[src/hw/rtl/strided_pattern_search_defines.svh]
// Assertion macros for the strided pattern search block.
// Every macro samples on clk and is disabled while rst is high.
`ifndef STRIDED_PATTERN_SEARCH_DEFINES_SVH
`define STRIDED_PATTERN_SEARCH_DEFINES_SVH

// The consequent must hold in the same cycle as the antecedent.
`define SPS_ASSERT_SAME(label, ante, cons) \
  label: assert property (@(posedge clk) disable iff (rst) (ante) |-> (cons)) \
    else $error("strided_pattern_search: same-cycle check failed");

// The consequent must hold in the cycle after the antecedent.
`define SPS_ASSERT_NEXT(label, ante, cons) \
  label: assert property (@(posedge clk) disable iff (rst) (ante) |=> (cons)) \
    else $error("strided_pattern_search: next-cycle check failed");

`endif

[src/hw/rtl/sps_pkg.sv]
`timescale 1ns / 1ps
// Shared types and constants for the strided pattern search block.
// Used by strided_pattern_search; depends on nothing.
package sps_pkg;

  localparam int MAX_NEEDLE_BYTES  = 8;
  localparam int OFFSET_BITS       = 32;
  localparam int NEEDLE_BITS       = 64;
  localparam int LEN_BITS          = 4;
  localparam int STRIDE_BITS       = 8;
  localparam int CFG_INDEX_BITS    = 2;
  localparam int CFG_DATA_BITS     = 64;
  localparam int BYTE_BITS         = 8;
  localparam int MATCH_OFFSET_BITS = 32;
  localparam int STATUS_BITS       = 2;
  localparam int WINDOW_BITS       = BYTE_BITS * MAX_NEEDLE_BYTES;
  localparam int MARK_IDX_BITS     = (MAX_NEEDLE_BYTES > 1) ? $clog2(MAX_NEEDLE_BYTES) : 1;
  localparam int IN_TDATA_BITS     = BYTE_BITS;
  localparam int RESULT_BITS       = STATUS_BITS + MATCH_OFFSET_BITS;
  localparam int OUT_TDATA_BITS    = ((RESULT_BITS + 7) / 8) * 8;

  // Configuration register indexes
  localparam logic [CFG_INDEX_BITS-1:0] REG_NEEDLE_BYTES  = 2'd0;
  localparam logic [CFG_INDEX_BITS-1:0] REG_NEEDLE_LENGTH = 2'd1;
  localparam logic [CFG_INDEX_BITS-1:0] REG_STRIDE        = 2'd2;
  localparam logic [CFG_INDEX_BITS-1:0] REG_SEARCH_LAST   = 2'd3;

  typedef enum logic [STATUS_BITS-1:0] {
    STATUS_FOUND      = 2'd0,
    STATUS_NOT_FOUND  = 2'd1,
    STATUS_BAD_CONFIG = 2'd2,
    STATUS_OVERFLOW   = 2'd3
  } status_t;

  // status sits in the low bits
  typedef struct packed {
    logic [MATCH_OFFSET_BITS-1:0] match_offset;
    status_t                      status;
  } result_t;

endpackage

[src/hw/rtl/strided_pattern_search.sv]
`timescale 1ns / 1ps
// Strided pattern search: scans a byte stream for a configured needle at aligned starts.
// Depends on sps_pkg and strided_pattern_search_defines.svh.
//
//  channel | direction | beat holds
//  --------+-----------+------------------------------------------------
//  s_*     | in        | tdata: data_byte; tlast: end_of_haystack
//  m_*     | out       | tdata: status, match_offset (one beat per haystack)
//  cfg_*   | in        | register write: index, data; no read-back
//
// A byte is taken each cycle s_tready is high; the window compare is one registered pass.
// The result beat is shown in the cycle after the last byte is taken, unless an
// earlier result still waits, in which case it follows that one.
// A two-entry result buffer parts the sides: s_tready drops only while two results wait.
// Reset is synchronous; there is no clearing pass.
`include "strided_pattern_search_defines.svh"

module strided_pattern_search (
  input  logic                                   clk,
  input  logic                                   rst,
  input  logic                                   s_tvalid,
  output logic                                   s_tready,
  input  logic [sps_pkg::IN_TDATA_BITS-1:0]      s_tdata,   // [7:0] data_byte
  input  logic                                   s_tlast,   // end_of_haystack
  output logic                                   m_tvalid,
  input  logic                                   m_tready,
  output logic [sps_pkg::OUT_TDATA_BITS-1:0]     m_tdata,   // [1:0] status, [33:2] match_offset
  input  logic                                   cfg_we,
  input  logic [sps_pkg::CFG_INDEX_BITS-1:0]     cfg_index,
  input  logic [sps_pkg::CFG_DATA_BITS-1:0]      cfg_data
);

  localparam int MAXB = sps_pkg::MAX_NEEDLE_BYTES;
  localparam int BB   = sps_pkg::BYTE_BITS;

  // configuration
  logic [sps_pkg::NEEDLE_BITS-1:0] needle_bytes;
  logic [sps_pkg::LEN_BITS-1:0]    needle_length;
  logic [sps_pkg::STRIDE_BITS-1:0] stride;
  logic                            search_last;

  // search state
  logic [sps_pkg::WINDOW_BITS-1:0] window_bytes;
  logic [MAXB-1:0]                 aligned_start_marks;
  logic [sps_pkg::OFFSET_BITS-1:0] byte_position;
  logic [sps_pkg::STRIDE_BITS-1:0] stride_phase;
  logic                            have_match;
  logic [sps_pkg::OFFSET_BITS-1:0] best_offset;
  logic                            overflowed;

  // result buffer
  sps_pkg::result_t head;
  sps_pkg::result_t skid;
  logic             skid_valid;

  logic                            in_fire;
  logic                            push;
  logic                            pop;
  logic [sps_pkg::WINDOW_BITS-1:0] window_next;
  logic [MAXB-1:0]                 marks_next;
  logic [sps_pkg::STRIDE_BITS:0]   phase_inc;
  logic [sps_pkg::STRIDE_BITS-1:0] phase_next;
  logic [MAXB-1:0]                 len_match;
  logic                            len_ok;
  logic                            cfg_ok;
  logic [sps_pkg::LEN_BITS-1:0]    len_m1;
  logic [sps_pkg::MARK_IDX_BITS-1:0] len_idx;
  logic                            hit;
  logic [sps_pkg::OFFSET_BITS-1:0] cand_offset;
  logic                            have_match_next;
  logic [sps_pkg::OFFSET_BITS-1:0] best_offset_next;
  logic                            pos_full;
  logic                            overflowed_next;
  logic [sps_pkg::OFFSET_BITS-1:0] byte_position_next;
  sps_pkg::result_t                result;

  assign s_tready = !skid_valid;
  assign in_fire  = s_tvalid && s_tready;
  assign push     = in_fire && s_tlast;
  assign pop      = m_tvalid && m_tready;
  assign m_tdata  = sps_pkg::OUT_TDATA_BITS'(head);

  always_comb begin
    window_next = (window_bytes << BB) | sps_pkg::WINDOW_BITS'(s_tdata[BB-1:0]);
    marks_next  = (aligned_start_marks << 1) | MAXB'(stride_phase == '0);
    phase_inc   = {1'b0, stride_phase} + (sps_pkg::STRIDE_BITS+1)'(1);
    phase_next  = (phase_inc >= {1'b0, stride}) ? '0 : phase_inc[sps_pkg::STRIDE_BITS-1:0];
  end

  // Candidate of length k+1 ends at the newest byte: needle byte i against window byte k-i.
  for (genvar k = 0; k < MAXB; k++) begin : g_len
    logic [MAXB-1:0] byte_ok;
    for (genvar i = 0; i < MAXB; i++) begin : g_byte
      if (i <= k) begin : g_cmp
        assign byte_ok[i] = (window_next[BB*(k-i) +: BB] == needle_bytes[BB*i +: BB]);
      end else begin : g_pad
        assign byte_ok[i] = 1'b1;
      end
    end
    assign len_match[k] = &byte_ok;
  end

  always_comb begin
    len_ok      = (needle_length != '0) && (needle_length <= sps_pkg::LEN_BITS'(MAXB));
    cfg_ok      = len_ok && (stride != '0);
    len_m1      = needle_length - sps_pkg::LEN_BITS'(1);
    len_idx     = len_m1[sps_pkg::MARK_IDX_BITS-1:0];
    cand_offset = byte_position - sps_pkg::OFFSET_BITS'(len_m1);
    hit = !overflowed && cfg_ok
          && (byte_position >= sps_pkg::OFFSET_BITS'(len_m1))
          && marks_next[len_idx] && len_match[len_idx];

    have_match_next  = have_match;
    best_offset_next = best_offset;
    if (hit && (!have_match || search_last)) begin
      have_match_next  = 1'b1;
      best_offset_next = cand_offset;
    end

    // counter sticks at all ones once the haystack outgrows it
    pos_full           = &byte_position;
    overflowed_next    = overflowed || pos_full;
    byte_position_next = pos_full ? byte_position
                                  : byte_position + sps_pkg::OFFSET_BITS'(1);

    result.match_offset = '0;
    if (!cfg_ok) begin
      result.status = sps_pkg::STATUS_BAD_CONFIG;
    end else if (overflowed_next) begin
      result.status = sps_pkg::STATUS_OVERFLOW;
    end else if (have_match_next) begin
      result.status       = sps_pkg::STATUS_FOUND;
      result.match_offset = sps_pkg::MATCH_OFFSET_BITS'(best_offset_next);
    end else begin
      result.status = sps_pkg::STATUS_NOT_FOUND;
    end
  end

  always_ff @(posedge clk) begin
    if (rst) begin
      needle_bytes  <= '0;
      needle_length <= sps_pkg::LEN_BITS'(1);
      stride        <= sps_pkg::STRIDE_BITS'(1);
      search_last   <= 1'b0;
    end else if (cfg_we) begin
      unique case (cfg_index)
        sps_pkg::REG_NEEDLE_BYTES:  needle_bytes  <= cfg_data[sps_pkg::NEEDLE_BITS-1:0];
        sps_pkg::REG_NEEDLE_LENGTH: needle_length <= cfg_data[sps_pkg::LEN_BITS-1:0];
        sps_pkg::REG_STRIDE:        stride        <= cfg_data[sps_pkg::STRIDE_BITS-1:0];
        sps_pkg::REG_SEARCH_LAST:   search_last   <= cfg_data[0];
        default: ;
      endcase
    end
  end

  always_ff @(posedge clk) begin
    if (rst || push) begin
      window_bytes        <= '0;
      aligned_start_marks <= '0;
      byte_position       <= '0;
      stride_phase        <= '0;
      have_match          <= 1'b0;
      best_offset         <= '0;
      overflowed          <= 1'b0;
    end else if (in_fire) begin
      window_bytes        <= window_next;
      aligned_start_marks <= marks_next;
      byte_position       <= byte_position_next;
      stride_phase        <= phase_next;
      have_match          <= have_match_next;
      best_offset         <= best_offset_next;
      overflowed          <= overflowed_next;
    end
  end

  // two-entry result queue: head drives m_tdata, skid catches a result while head is held
  always_ff @(posedge clk) begin
    if (rst) begin
      m_tvalid   <= 1'b0;
      skid_valid <= 1'b0;
    end else if (!m_tvalid || pop) begin
      if (skid_valid) begin
        head       <= skid;
        m_tvalid   <= 1'b1;
        skid_valid <= push;
        if (push) begin
          skid <= result;
        end
      end else begin
        m_tvalid <= push;
        if (push) begin
          head <= result;
        end
      end
    end else if (push) begin
      skid       <= result;
      skid_valid <= 1'b1;
    end
  end

  `SPS_ASSERT_SAME(a_skid_behind_head, skid_valid, m_tvalid)
  `SPS_ASSERT_NEXT(a_result_after_last, push, m_tvalid && byte_position == '0 && !have_match)
  `SPS_ASSERT_SAME(a_overflow_pins_count, overflowed, &byte_position)
  `SPS_ASSERT_SAME(a_offset_zero_unless_found, m_tvalid && head.status != sps_pkg::STATUS_FOUND, head.match_offset == '0)

endmodule

[config.mk]
export PLATFORM = sky130hd
export DESIGN_NAME = strided_pattern_search
export DESIGN_NICKNAME = d
export VERILOG_FILES = /design/src/hw/rtl/sps_pkg.sv /design/src/hw/rtl/strided_pattern_search.sv
export VERILOG_INCLUDE_DIRS = /design/src /design/src/hw/rtl
export SDC_FILE = /design/constraint.sdc
export NUM_CORES = 1
export LEC_CHECK = 0
export BUFFER_PORTS_ARGS = -buffer_cell sky130_fd_sc_hd__buf_2
export CAP_MARGIN = 40
export CORE_MARGIN = 2
export CORE_UTILIZATION = 50
export DETAILED_ROUTE_END_ITERATION = 10
export MAX_ROUTING_LAYER = met4
export PLACE_DENSITY = 0.72
export REMOVE_ABC_BUFFERS = 1
export SLEW_MARGIN = 20
export SYNTH_ARGS = -nofsm -noshare
export SYNTH_HDL_FRONTEND = slang
export SYNTH_SLANG_ARGS = --single-unit
[constraint.sdc]
create_clock -name clk -period 5.7 [get_ports clk]
set_clock_uncertainty 0.15 [all_clocks]
set_input_delay 1.14 -clock clk [delete_from_list [all_inputs] [get_ports clk]]
set_output_delay 1.14 -clock clk [all_outputs]
set_load 0.1 [all_outputs]
==> flow_summary.ini <==
[synth]
yosys.area_share.adder_pct = 1.40
synthArstFlopShare_pct = 0
synth_xor_xnor_area_share_pct = 19.9
synth_area_um2 = 15700
synth_area_per_inst_um2 = 8.63
yosys.area.top_type = dfxtp_1
synthDistinctLibCells = 57
synth.yosys.seq_area_share_pct = 40.6
synthFlopType = dfxtp_1
netlist_instances = 1817
yosys-mux-area-fraction_pct = 4.75
post_synth_main_area_contributors = dfxtp_1 (28%), edfxtp_1 (13%), xor2_1 (11%), xnor2_1 (8.9%), nand2_1 (8.4%)
synth-compound-area-share_pct = 7.02
combinational_family_with_the_most_area_after_synthesis = simple AND/OR/NAND/NOR gates
synthSimpleGateAreaFrac_pct = 20.0
synth_edf_count = 68
yosys_register_bits = 284
netlist.area_leader.share_pct = 27.6
synth.yosys.warnings = 0

[power]
highest_ir_drop_seen_on_vdd_mv = 0.218
total_leakage_power_nw = 6.91
power_density_over_cell_area_nw_per_um2 = 269
p_total_mw = 4.57

[timing]
hold_viol = 0
final_min_period_over_clock_period_pct = 80.5
final.setup.tns_ps = 0
finalSetupViolCount = 0
timing.max_slew.rel_slack_pct = 47.0
timing.hold.ws_ps = 310
period_needed_ps = 4590
worst_tran_pin_value_ps = 795
fmax_mhz = 218
final_max_slew_viol_count = 0
rsz0062_at_grt = no

[placed_design]
place_hpwl_mm = 31.3
place.gp.congestion = 1.08
port_buffers = 115

[global_routing]
number_of_antenna_violations_at_the_first_check_in_global_routing = 1
maximum_number_of_pins_on_one_net_before_global_route_repair = 83
grtUsageTotal_pct = 27.6
global_route.overflow_total = 0
first_global_vias = 12100
grt_first_pass_wirelength_mm = 69.0

[die]
die_y_um = 181
design.die.area_um2 = 32800
fp-row-count = 64
fp.dieW_um = 181
core_area_um2 = 30700
initial_utilization_pct = 51.0
ioPinCount = 122

[final_layout]
fin_nets = 1907
final_layout_size_suffix_gt1_share_pct = 11.2
area_growth_pct = 8.38
final_cell_mix = nand2_1 (349), dfxtp_1 (216), xor2_1 (197)
layout.cells.most_common = nand2_1
fillCellCount = 2869

[worst_setup_path]
critical_path_required_ps = 5860
end_kind = register
rr_worst_depth = 15
critical_path.reg2reg.startpoint = needle_length[0]
flop_to_flop_setup_slack_ps = 1110
worst_setup_path_endpoint = skid[11]
timing.critical_path.arrival_ps = 4750
critPathLaunchType = register
crit_path_start = needle_length[0]
r2r_end = skid[11]
critical_path_peak_fanout = 12
critical_path_class = register to register

[detailed_routing]
vias_per_instance = 5.57
vias = 12400
met2_wirelength_mm = 21.2
route.final.wire_length_mm = 44.3
dr.first_iter.drc_count = 1030
met1_length_mm = 18.2
highest-signal-layer = met4
drc = 0
dr.pass1.iters = 5
wl_met3_mm = 2.43
antenna_violating_nets_post_route = 0
avgRoutedWirePerCell_um = 19.9

[cts]
clkTransAtPathRegs_ps = 60
cts-resized-gates = 0
tritoncts_num_sinks = 284
clk-insertion-delay-late_ps = 580
cts_tree = done
htree_levels = 1
postCtsSetupBuffers = 0
cts_hold_buffers = 0
cts_buffers = 29
clk_root_buffer_cell = clkbuf_16
clk_path_buf_depth = 3

[hold_path]
hp-class = register to register

[run_status]
status = finished clean

[run]
max_cap_violations = 0
==> through the flow <==
step,setup WS [ps],area (µm²),utilization [%],instances
floorplan,-1170,14800,-,1644
global placement,961,16000,52.2,2173
detailed placement,1010,16100,52.2,2174
CTS,1120,17000,55.2,2226
global route,925,17000,55.3,2228
finish,1110,17000,55.3,2228
==> worst min path at each step <==
stage                                      start                      to  cells after the start
after detailed placement  aligned_start_marks[6]  aligned_start_marks[6]                      2
after global routing      aligned_start_marks[6]  aligned_start_marks[6]                      2
after global placement    aligned_start_marks[6]  aligned_start_marks[6]                      2
final                     aligned_start_marks[2]  aligned_start_marks[3]                      2
after CTS                 aligned_start_marks[2]  aligned_start_marks[3]                      2
after floorplan           aligned_start_marks[6]  aligned_start_marks[6]                      2
==> per-layer routing <==
metal  track usage [%]  vias to the layer above
li1                  -                     6001
met1              33.1                     5855
met2              45.7                      409
met3              3.85                      140
met4              13.4                        0
met5                 -                        -
==> cell families after synthesis <==
logic type               count (synthesis)
AND/OR/NAND/NOR                        683
XOR/XNOR                               356
flip-flops                             284
AO/OA/AOI/OAI                          201
buffers and inverters                  201
multiplexers                            74
adder cells (fa/ha/maj)                 17
other                                    1
==> final cells by class <==
type	count	area, µm²	share of cell area [%]
antenna	1	2.50	0.0147
clock buffer	37	776	4.57
clock inverter	15	140	0.825
inverter	23	86.3	0.508
multi-input combinational	1337	8380	49.3
sequential	284	6370	37.5
tap	396	495	2.92
timing repair buffer	135	746	4.39
==> Yosys cell counts, types with 28 or more instances <==
library cell,n
nand4_1,50
a21oi_1,140
nor2_1,122
edfxtp_1,68
nand2_1,350
o21ai_1,28
nand3_1,28
mux2i_1,71
xnor2_1,159
xor2_1,197
nor4_1,52
clkbuf_1,115
dfxtp_1,216
==> where the power goes <==
part / internal, mW / total [mW] / switching, mW
Combinational: 0.193 / 0.555 / 0.362
Clock: 1.05 / 1.86 / 0.804
Sequential: 2.09 / 2.16 / 0.0700
==> sequential cells by signal, summed over array words and instances, names as in the netlist, 4 cells and up <==
name / count
best_offset: 32
stride_phase: 8
byte_position: 32
needle_length: 4
stride: 8
window_bytes: 56
needle_bytes: 64
skid: 34
aligned_start_marks: 7
m_tdata: 34
==> critical path, stage by stage, from the launching register on <==
cell	delay, ps
dfxtp_1	330
inv_1	90
ha_1	230
xor2_1	490
inv_1	160
ha_1	360
nor2b_1	150
o21ai_0	450
nand4_4	220
nor3_4	220
a311o_2	260
a41oi_4	70
a21oi_2	250
or2_1	570
buf_4	280
nor2_1	60
(Power assumes the default switching activity.)
